--- config.mk ---
export PLATFORM = sky130hd
export DESIGN_NAME = acm_front
export DESIGN_NICKNAME = d
export VERILOG_FILES = /design/src/design/acm_pkg.sv /design/src/design/acm_front.sv
export SDC_FILE = /design/constraint.sdc
export NUM_CORES = 1
export LEC_CHECK = 0
export BUFFER_PORTS_ARGS = -buffer_cell sky130_fd_sc_hd__buf_2
export CORE_UTILIZATION = 50
export DETAILED_ROUTE_END_ITERATION = 10
export MAX_ROUTING_LAYER = met4
export PLACE_DENSITY = 0.82
export SYNTH_ARGS = -nofsm -noshare
export SYNTH_HDL_FRONTEND = slang
export SYNTH_SLANG_ARGS = --single-unit
--- constraint.sdc ---
create_clock -name clk -period 5.2 [get_ports clk]
set_clock_uncertainty 0.2 [all_clocks]
set_input_delay 0.52 -clock clk [delete_from_list [all_inputs] [get_ports clk]]
set_output_delay 0.52 -clock clk [all_outputs]
set_load 0.02 [all_outputs]
--- src/design/acm_pkg.sv ---
`timescale 1ns / 1ps
// ----------------------------------------------------------------------------
// acm_pkg: shared types, constants and AES helper functions
// Holds the S-box, round primitives and the classified-item record.
// ----------------------------------------------------------------------------
package acm_pkg;

  localparam int QueueDepth = 2;
  localparam int NumRounds  = 14;

  // Configuration register indexes.
  localparam logic [1:0] REG_KEY0 = 2'd0;
  localparam logic [1:0] REG_KEY1 = 2'd1;
  localparam logic [1:0] REG_KEY2 = 2'd2;
  localparam logic [1:0] REG_KEY3 = 2'd3;

  // Subkey selection for a classified block.
  localparam logic [1:0] SK_NONE = 2'd0;
  localparam logic [1:0] SK_K1   = 2'd1;
  localparam logic [1:0] SK_K2   = 2'd2;

  // One classified item handed from the front to the back.
  typedef struct packed {
    logic [127:0] data;
    logic         last;
    logic [1:0]   subkey;
  } item_t;

  function automatic logic [7:0] sbox(input logic [7:0] a);
    logic [7:0] r;
    case (a)
      8'h00: r=8'h63; 8'h01: r=8'h7c; 8'h02: r=8'h77; 8'h03: r=8'h7b;
      8'h04: r=8'hf2; 8'h05: r=8'h6b; 8'h06: r=8'h6f; 8'h07: r=8'hc5;
      8'h08: r=8'h30; 8'h09: r=8'h01; 8'h0a: r=8'h67; 8'h0b: r=8'h2b;
      8'h0c: r=8'hfe; 8'h0d: r=8'hd7; 8'h0e: r=8'hab; 8'h0f: r=8'h76;
      8'h10: r=8'hca; 8'h11: r=8'h82; 8'h12: r=8'hc9; 8'h13: r=8'h7d;
      8'h14: r=8'hfa; 8'h15: r=8'h59; 8'h16: r=8'h47; 8'h17: r=8'hf0;
      8'h18: r=8'had; 8'h19: r=8'hd4; 8'h1a: r=8'ha2; 8'h1b: r=8'haf;
      8'h1c: r=8'h9c; 8'h1d: r=8'ha4; 8'h1e: r=8'h72; 8'h1f: r=8'hc0;
      8'h20: r=8'hb7; 8'h21: r=8'hfd; 8'h22: r=8'h93; 8'h23: r=8'h26;
      8'h24: r=8'h36; 8'h25: r=8'h3f; 8'h26: r=8'hf7; 8'h27: r=8'hcc;
      8'h28: r=8'h34; 8'h29: r=8'ha5; 8'h2a: r=8'he5; 8'h2b: r=8'hf1;
      8'h2c: r=8'h71; 8'h2d: r=8'hd8; 8'h2e: r=8'h31; 8'h2f: r=8'h15;
      8'h30: r=8'h04; 8'h31: r=8'hc7; 8'h32: r=8'h23; 8'h33: r=8'hc3;
      8'h34: r=8'h18; 8'h35: r=8'h96; 8'h36: r=8'h05; 8'h37: r=8'h9a;
      8'h38: r=8'h07; 8'h39: r=8'h12; 8'h3a: r=8'h80; 8'h3b: r=8'he2;
      8'h3c: r=8'heb; 8'h3d: r=8'h27; 8'h3e: r=8'hb2; 8'h3f: r=8'h75;
      8'h40: r=8'h09; 8'h41: r=8'h83; 8'h42: r=8'h2c; 8'h43: r=8'h1a;
      8'h44: r=8'h1b; 8'h45: r=8'h6e; 8'h46: r=8'h5a; 8'h47: r=8'ha0;
      8'h48: r=8'h52; 8'h49: r=8'h3b; 8'h4a: r=8'hd6; 8'h4b: r=8'hb3;
      8'h4c: r=8'h29; 8'h4d: r=8'he3; 8'h4e: r=8'h2f; 8'h4f: r=8'h84;
      8'h50: r=8'h53; 8'h51: r=8'hd1; 8'h52: r=8'h00; 8'h53: r=8'hed;
      8'h54: r=8'h20; 8'h55: r=8'hfc; 8'h56: r=8'hb1; 8'h57: r=8'h5b;
      8'h58: r=8'h6a; 8'h59: r=8'hcb; 8'h5a: r=8'hbe; 8'h5b: r=8'h39;
      8'h5c: r=8'h4a; 8'h5d: r=8'h4c; 8'h5e: r=8'h58; 8'h5f: r=8'hcf;
      8'h60: r=8'hd0; 8'h61: r=8'hef; 8'h62: r=8'haa; 8'h63: r=8'hfb;
      8'h64: r=8'h43; 8'h65: r=8'h4d; 8'h66: r=8'h33; 8'h67: r=8'h85;
      8'h68: r=8'h45; 8'h69: r=8'hf9; 8'h6a: r=8'h02; 8'h6b: r=8'h7f;
      8'h6c: r=8'h50; 8'h6d: r=8'h3c; 8'h6e: r=8'h9f; 8'h6f: r=8'ha8;
      8'h70: r=8'h51; 8'h71: r=8'ha3; 8'h72: r=8'h40; 8'h73: r=8'h8f;
      8'h74: r=8'h92; 8'h75: r=8'h9d; 8'h76: r=8'h38; 8'h77: r=8'hf5;
      8'h78: r=8'hbc; 8'h79: r=8'hb6; 8'h7a: r=8'hda; 8'h7b: r=8'h21;
      8'h7c: r=8'h10; 8'h7d: r=8'hff; 8'h7e: r=8'hf3; 8'h7f: r=8'hd2;
      8'h80: r=8'hcd; 8'h81: r=8'h0c; 8'h82: r=8'h13; 8'h83: r=8'hec;
      8'h84: r=8'h5f; 8'h85: r=8'h97; 8'h86: r=8'h44; 8'h87: r=8'h17;
      8'h88: r=8'hc4; 8'h89: r=8'ha7; 8'h8a: r=8'h7e; 8'h8b: r=8'h3d;
      8'h8c: r=8'h64; 8'h8d: r=8'h5d; 8'h8e: r=8'h19; 8'h8f: r=8'h73;
      8'h90: r=8'h60; 8'h91: r=8'h81; 8'h92: r=8'h4f; 8'h93: r=8'hdc;
      8'h94: r=8'h22; 8'h95: r=8'h2a; 8'h96: r=8'h90; 8'h97: r=8'h88;
      8'h98: r=8'h46; 8'h99: r=8'hee; 8'h9a: r=8'hb8; 8'h9b: r=8'h14;
      8'h9c: r=8'hde; 8'h9d: r=8'h5e; 8'h9e: r=8'h0b; 8'h9f: r=8'hdb;
      8'ha0: r=8'he0; 8'ha1: r=8'h32; 8'ha2: r=8'h3a; 8'ha3: r=8'h0a;
      8'ha4: r=8'h49; 8'ha5: r=8'h06; 8'ha6: r=8'h24; 8'ha7: r=8'h5c;
      8'ha8: r=8'hc2; 8'ha9: r=8'hd3; 8'haa: r=8'hac; 8'hab: r=8'h62;
      8'hac: r=8'h91; 8'had: r=8'h95; 8'hae: r=8'he4; 8'haf: r=8'h79;
      8'hb0: r=8'he7; 8'hb1: r=8'hc8; 8'hb2: r=8'h37; 8'hb3: r=8'h6d;
      8'hb4: r=8'h8d; 8'hb5: r=8'hd5; 8'hb6: r=8'h4e; 8'hb7: r=8'ha9;
      8'hb8: r=8'h6c; 8'hb9: r=8'h56; 8'hba: r=8'hf4; 8'hbb: r=8'hea;
      8'hbc: r=8'h65; 8'hbd: r=8'h7a; 8'hbe: r=8'hae; 8'hbf: r=8'h08;
      8'hc0: r=8'hba; 8'hc1: r=8'h78; 8'hc2: r=8'h25; 8'hc3: r=8'h2e;
      8'hc4: r=8'h1c; 8'hc5: r=8'ha6; 8'hc6: r=8'hb4; 8'hc7: r=8'hc6;
      8'hc8: r=8'he8; 8'hc9: r=8'hdd; 8'hca: r=8'h74; 8'hcb: r=8'h1f;
      8'hcc: r=8'h4b; 8'hcd: r=8'hbd; 8'hce: r=8'h8b; 8'hcf: r=8'h8a;
      8'hd0: r=8'h70; 8'hd1: r=8'h3e; 8'hd2: r=8'hb5; 8'hd3: r=8'h66;
      8'hd4: r=8'h48; 8'hd5: r=8'h03; 8'hd6: r=8'hf6; 8'hd7: r=8'h0e;
      8'hd8: r=8'h61; 8'hd9: r=8'h35; 8'hda: r=8'h57; 8'hdb: r=8'hb9;
      8'hdc: r=8'h86; 8'hdd: r=8'hc1; 8'hde: r=8'h1d; 8'hdf: r=8'h9e;
      8'he0: r=8'he1; 8'he1: r=8'hf8; 8'he2: r=8'h98; 8'he3: r=8'h11;
      8'he4: r=8'h69; 8'he5: r=8'hd9; 8'he6: r=8'h8e; 8'he7: r=8'h94;
      8'he8: r=8'h9b; 8'he9: r=8'h1e; 8'hea: r=8'h87; 8'heb: r=8'he9;
      8'hec: r=8'hce; 8'hed: r=8'h55; 8'hee: r=8'h28; 8'hef: r=8'hdf;
      8'hf0: r=8'h8c; 8'hf1: r=8'ha1; 8'hf2: r=8'h89; 8'hf3: r=8'h0d;
      8'hf4: r=8'hbf; 8'hf5: r=8'he6; 8'hf6: r=8'h42; 8'hf7: r=8'h68;
      8'hf8: r=8'h41; 8'hf9: r=8'h99; 8'hfa: r=8'h2d; 8'hfb: r=8'h0f;
      8'hfc: r=8'hb0; 8'hfd: r=8'h54; 8'hfe: r=8'hbb; 8'hff: r=8'h16;
      default: r = 8'h00;
    endcase
    return r;
  endfunction

  function automatic logic [31:0] sub_word(input logic [31:0] w);
    return {sbox(w[31:24]), sbox(w[23:16]), sbox(w[15:8]), sbox(w[7:0])};
  endfunction

  function automatic logic [7:0] xtime(input logic [7:0] a);
    return {a[6:0], 1'b0} ^ (a[7] ? 8'h1b : 8'h00);
  endfunction

  // One AES round without the round key; byte 0 is bits 127:120.
  function automatic logic [127:0] aes_round(input logic [127:0] s, input logic mix);
    logic [7:0] b [16];
    logic [7:0] t [16];
    logic [7:0] x;
    logic [127:0] r;
    for (int i = 0; i < 16; i++) b[i] = sbox(s[127 - 8*i -: 8]);
    for (int c = 0; c < 4; c++)
      for (int i = 0; i < 4; i++) t[i + 4*c] = b[i + 4*((c + i) % 4)];
    if (mix) begin
      for (int c = 0; c < 4; c++) begin
        x = t[4*c] ^ t[4*c+1] ^ t[4*c+2] ^ t[4*c+3];
        r[127 - 32*c -: 8] = t[4*c]   ^ x ^ xtime(t[4*c]   ^ t[4*c+1]);
        r[119 - 32*c -: 8] = t[4*c+1] ^ x ^ xtime(t[4*c+1] ^ t[4*c+2]);
        r[111 - 32*c -: 8] = t[4*c+2] ^ x ^ xtime(t[4*c+2] ^ t[4*c+3]);
        r[103 - 32*c -: 8] = t[4*c+3] ^ x ^ xtime(t[4*c+3] ^ t[4*c]);
      end
    end else begin
      for (int i = 0; i < 16; i++) r[127 - 8*i -: 8] = t[i];
    end
    return r;
  endfunction

  function automatic logic [127:0] gf_double(input logic [127:0] v);
    return {v[126:0], 1'b0} ^ {120'd0, (v[127] ? 8'h87 : 8'h00)};
  endfunction

endpackage

--- src/design/acm_front.sv ---
`timescale 1ns / 1ps
// ----------------------------------------------------------------------------
// acm_front: input classification and pad queue
// Masks and pads a partial last block, tags each item's subkey and queues it.
// ----------------------------------------------------------------------------
module acm_front #(
  parameter int Depth = acm_pkg::QueueDepth
) (
  input  logic            clk,
  input  logic            rst,
  input  logic            push,
  output logic            full,
  input  logic [63:0]     block_high,
  input  logic [63:0]     block_low,
  input  logic            final_block,
  input  logic [4:0]      valid_bytes,
  output logic            q_valid,
  input  logic            q_take,
  output acm_pkg::item_t  q_item
);
  import acm_pkg::*;

  localparam int AW = (Depth > 1) ? $clog2(Depth) : 1;
  localparam int CW = $clog2(Depth + 1);

  item_t           slots [Depth];
  logic [AW-1:0]   wr_ptr;
  logic [AW-1:0]   rd_ptr;
  logic [CW-1:0]   count;
  item_t           cls;
  logic [4:0]      n;
  logic [127:0]    blk;
  logic            do_push;
  logic            do_pop;

  // Classify the incoming block: mask, pad and choose the subkey.
  always_comb begin
    blk = {block_high, block_low};
    n   = (valid_bytes > 5'd16) ? 5'd16 : valid_bytes;
    cls.last = final_block;
    if (!final_block) begin
      cls.data   = blk;
      cls.subkey = SK_NONE;
    end else if (n == 5'd16) begin
      cls.data   = blk;
      cls.subkey = SK_K1;
    end else begin
      for (int i = 0; i < 16; i++) begin
        if (i < int'(n)) cls.data[127 - 8*i -: 8] = blk[127 - 8*i -: 8];
        else if (i == int'(n)) cls.data[127 - 8*i -: 8] = 8'h80;
        else cls.data[127 - 8*i -: 8] = 8'h00;
      end
      cls.subkey = SK_K2;
    end
  end

  assign full    = (count == CW'(Depth));
  assign q_valid = (count != '0);
  assign q_item  = slots[rd_ptr];
  assign do_push = push && !full;
  assign do_pop  = q_take && q_valid;

  // Small circular queue between front and back.
  always_ff @(posedge clk) begin
    if (do_push) slots[wr_ptr] <= cls;
    if (rst) begin
      wr_ptr <= '0;
      rd_ptr <= '0;
      count  <= '0;
    end else begin
      if (do_push) wr_ptr <= (wr_ptr == AW'(Depth - 1)) ? '0 : wr_ptr + 1'b1;
      if (do_pop)  rd_ptr <= (rd_ptr == AW'(Depth - 1)) ? '0 : rd_ptr + 1'b1;
      count <= count + CW'(do_push) - CW'(do_pop);
    end
  end

endmodule

## Yosys cells after proc, flatten, opt, wreduce, memory -nomap -nowiden

Memories as Yosys holds them, arrays and structs flattened. A register that Yosys moved wholly into a read port is not among the register bits.
Index checks and enable logic that the tools add are counted.

| storage, ports and cells | value |
|---|---|
| register bits after elaboration | 4 |
| memory bits (writable) | 262 |
| output and inout bits | 133 |
| logic and storage cells | 90 |
| memories kept | 1 |

| cells by class | value |
|---|---|
| add/subtract/negate cells | 4 |
| order comparisons | 17 |
| eq/ne operators | 17 |
| muxes and demuxes | 43 |
| reductions and logical operators | 5 |

Memories:

| memory | words | bits a word | rd ports | clocked after Yosys merged registers in | write ports | RTL line | RTL |
|---|---|---|---|---|---|---|---|
| slots | 2 | 131 | 1 | 1 | 1 | acm_front.sv:26 | `item_t slots [Depth];` |

Operators with widths:

| kind | count |
|---|---|
| 128-bit two-way mux | 2 |
| 8-bit two-way mux | 32 |
| 5-bit equality test (first input constant) | 8 |
| 4-bit by 5-bit < comparator with 1-bit output (first input constant) | 8 |
| 4-bit by 5-bit equality test with 1-bit output (first input constant) | 4 |
| 3-bit by 5-bit < comparator with 1-bit output (first input constant) | 4 |
| 3-bit by 5-bit equality test with 1-bit output (first input constant) | 2 |
| 1-bit by 5-bit < comparator with 1-bit output (first input constant) | 2 |
| 2-bit by 5-bit < comparator with 1-bit output (first input constant) | 2 |
| 1-bit two-way mux | 6 |
| 2-bit by 5-bit equality test with 1-bit output (first input constant) | 1 |
| 5-bit equality test (second input constant) | 1 |
| 5-bit > comparator (second input constant) | 1 |
| 5-bit logical NOT | 1 |
| 5-bit two-way mux | 1 |
| 2-bit two-way mux | 2 |
| 1-bit adder (second input constant) | 2 |
| 2-bit by 1-bit adder with 2-bit output | 1 |
| 2-bit equality test (second input constant) | 1 |
| 1-bit logical AND | 2 |
| 2-bit nonzero test | 1 |
| 2-bit by 1-bit subtractor with 2-bit output | 1 |
| 1-bit logical NOT | 1 |

## Longest topological paths before layout

| logic depth | value |
|---|---|
| depth after elaboration | 7 |
| depth in mapped cells | 8 |

## Least setup slack after synthesis

OpenSTA, ideal clock, no wires.

| timing | value |
|---|---|
| path kind | input port to flip-flop |
| start point | input port push |
| end point | memory slots[1][0] (netlist bit), enable pin |
| arrival | 3.584 ns |
| slack | 0.909 ns |
| stages on the path | 1 |
| buffers on the path | 0 |
| cell sequence | and3_1 |

| on the way | value |
|---|---|
| longest elaborated chain between the ends | 3 |

Ends and longest elaborated chain:

| element | RTL line | RTL |
|---|---|---|
| start: declaration | acm_front.sv:11 | `input logic push,` |
| 1-bit logical AND | acm_front.sv:60 | `assign do_push = push && !full;` |
| 1-bit two-way mux | acm_front.sv:65 | `if (do_push) slots[wr_ptr] <= cls;` |
| 1-bit two-way mux (implied by the code) | acm_front.sv:65 |  |
| end: declaration | acm_front.sv:26 |  |

Every way passes these cells.

==> results.toml <==
[logic_synthesis]
avgSynthCellArea_um2 = 17.4
synth_area_leaders = "edfxtp_1, mux2_2, and2_1"
syn_nets = 765
ys_seq_area_share_pct = 73.1
syn_area_um2 = 10900
yosys_warnings = 0
ys_types = 42
synth-edff-count = 262
ys_ff_latch = 267
async_reset_ff_share_pct = 0
yosys.area.top_type = "edfxtp_1"
synth.top_cell.area_share_pct = 72.2
ys.flop_type = "edfxtp_1"
syn_inst = 625

[timing]
max-slew-margin-rel_pct = 41.9
rsz0062_at_grt = "no"
setup_viol = 0
hold_ws_ns = 0.0358
slew_violations = 0
hold_violations = 0
finalCritPeriodShare_pct = 61.3
tightest_slew_ns = 0.872
timing.final.crit_period_ns = 3.19
setup_slack_ns = 2.01
fmax_ghz = 0.314
setup_tns_ns = 0

[floorplanning]
core_um2 = 21200
die-area_um2 = 22400
die_h_um = 150
die_w_um = 150
start_util_pct = 51.3
fp-row-count = 53
ios = 271

[setup_path]
path_buf_inv = 2
cp_top_family = "flip-flops"
crit_arrival_ns = 2.47
crit_path_top_delay_cell = "dfxtp_4"
crit_chain = "buf_12 -> mux2_2 -> buf_2"
timing.rr.end = "slots[0][100]"
cp_max_fo = 72
reg2reg_slack_ns = 2.51
critical_path.startpoint_type = "register"
worstPathRequired_ns = 4.48
crit_path_end_kind = "output pin"
max_stage_delay_ns = 0.88
r2r_start = "count[0]"
rr_worst_depth = 5
critPathKind = "reg -> out"

[cells_and_area]
area_delta_synth_final_pct = 21.9
nNetsFinal = 1046
mostFrequentLayoutCells = "buf_2, edfxtp_1, mux2_2"
final_common_cell = "buf_2"
num-fill-cells = 1601
regArea_um2 = 7970
final_cells = 1204
multi_input_area_um2 = 2750
drive_above_1_share_pct = 49.7

[global_routing]
track_usage_pct = 20.2
antenna_found_initial = 5
grt.overflow.total = 0
grt_pass1_wl_um = 33400
grt_max_degree = 84
grt_pass1_vias = 6197

[route]
firstDrtPassIters = 4
wl_um = 22400
wl_per_cell_um = 18.6
vias = 6208
drtIter0Drc = 251
ant_nets = 0
avgViaCountPerCell = 5.16
remaining_drc_errors = 0

[placed_design]
preCtsSetupSlack_ns = 2.37
place_inst = 1152
dp_hpwl_um = 14700
place_congestion = 0.746
portBuffers = 270

[clocking]
numCtsBuffers = 27
cts_tree = "yes"
cts.htree.levels = 1
clk_pin_slew_ns = 0.05
cts_resized = 0
cts_setup_buffers = 0
cts_root_buf = "clkbuf_16"
hold_buffers = 0
clk_latency_ns = 0.52
clock_path_buffers = 3
clock-sinks = 267

[min_path]
min_to = "wr_ptr"
min_from = "rst"
min_path_cells = 2
min_path_type = "in -> reg"

[pwr]
p_sw_mw = 2.01
p_leak_nw = 5.01
power_frac_seq_pct = 44.9
power_density_nw_per_um2 = 487
power_frac_clock_pct = 26.3
ir_drop_v = 0.000378
swShare_pct = 31.0
p_int_mw = 4.47
pwr-share-comb_pct = 28.8

[job]
drv_cap = 0

[status]
outcome = "complete, no violations"
==> power groups by stage <==
stage,registers (mW),clock network [mW],logic (mW)
2_1_floorplan,2.89,0,1.37
3_3_place_gp,2.94,0,1.86
3_5_place_dp,2.96,0,1.88
4_1_cts,2.91,1.74,1.89
5_1_grt,2.95,1.82,1.99
6_report,2.91,1.70,1.86
==> stage by stage <==
stage                     utilization, %  instance area, um2  power [mW]
final                               62.6               13300        6.47
after detailed placement            58.9               12500        4.84
after global placement              58.9               12500        4.80
after CTS                           62.5               13300        6.54
after global routing                62.6               13300        6.76
after floorplan                        -               10900        4.26
==> cells in the mapped netlist (2+ instances only) <==
cell and n:
and2_1 101, mux2_2 132, nand2b_1 3, buf_6 2, nand2_4 4, inv_1 6
buf_4 10, buf_2 10, nor3_1 2, ha_1 2, nor2_1 9, nand2_1 14
dfxtp_1 5, nand3_1 2, o21ai_0 7, a21oi_1 5, o21a_1 4, edfxtp_1 262
o41ai_1 2, o31ai_1 3, o21ai_2 3, nor2b_1 16, nand2_2 2
==> layout make-up <==
type	instances	area share (%)
well taps	275	2.59
clock buffers	38	5.40
diodes	6	0.113
flip-flops and latches	267	60.0
repair buffers	275	10.6
clock inverters	8	0.330
multi-input cells	328	20.7
inverters	7	0.254
==> worst register-to-register path: cells and delay by family, from the launching register on <==
family	cells	cell delay, ns
buffers and inverters	3	1.23
and+or+nand+nor	2	0.57
DFF	1	0.37
==> metal layers <==
layer	routed length, um	part of all wire (%)	vias to the layer above	track usage, %
li1	-	-	2912	-
met1	9030	40	3029	24.9
met2	11100	50	223	32.7
met3	1540	6.9	44	5.15
met4	675	3.0	0	6.38
met5	0	0	-	-
==> cells by family (layout without fill, tap and decap cells) <==
group,count (synthesis),in the layout,share of synthesized area (%)
buf+inv,30,328,1.65
simple gates,161,161,9.19
compound gates,31,31,2.00
fa+ha+maj,2,2,0.230
flops,267,267,73.1
mux,132,132,13.6
other cells,0,6,0
xor+xnor,2,2,0.161
==> worst max path at each step <==
stage,startpoint,endpoint,slack (ns),cells after the start
floorplan,push,slots[1][0],0.91,1
global placement,push,slots[0][55],2.44,5
detailed placement,push,slots[0][55],2.37,5
CTS,register,q_item[114],1.94,3
global route,register,q_item[90],1.86,3
finish,register,q_item[90],2.01,3
==> flip-flops by register name, summed over array words and instances, names as in the netlist, named ones only <==
register / flops
count: 2
slots: 262
wr_ptr: 1
rd_ptr: 1
Power figures use the tool's default switching activity.
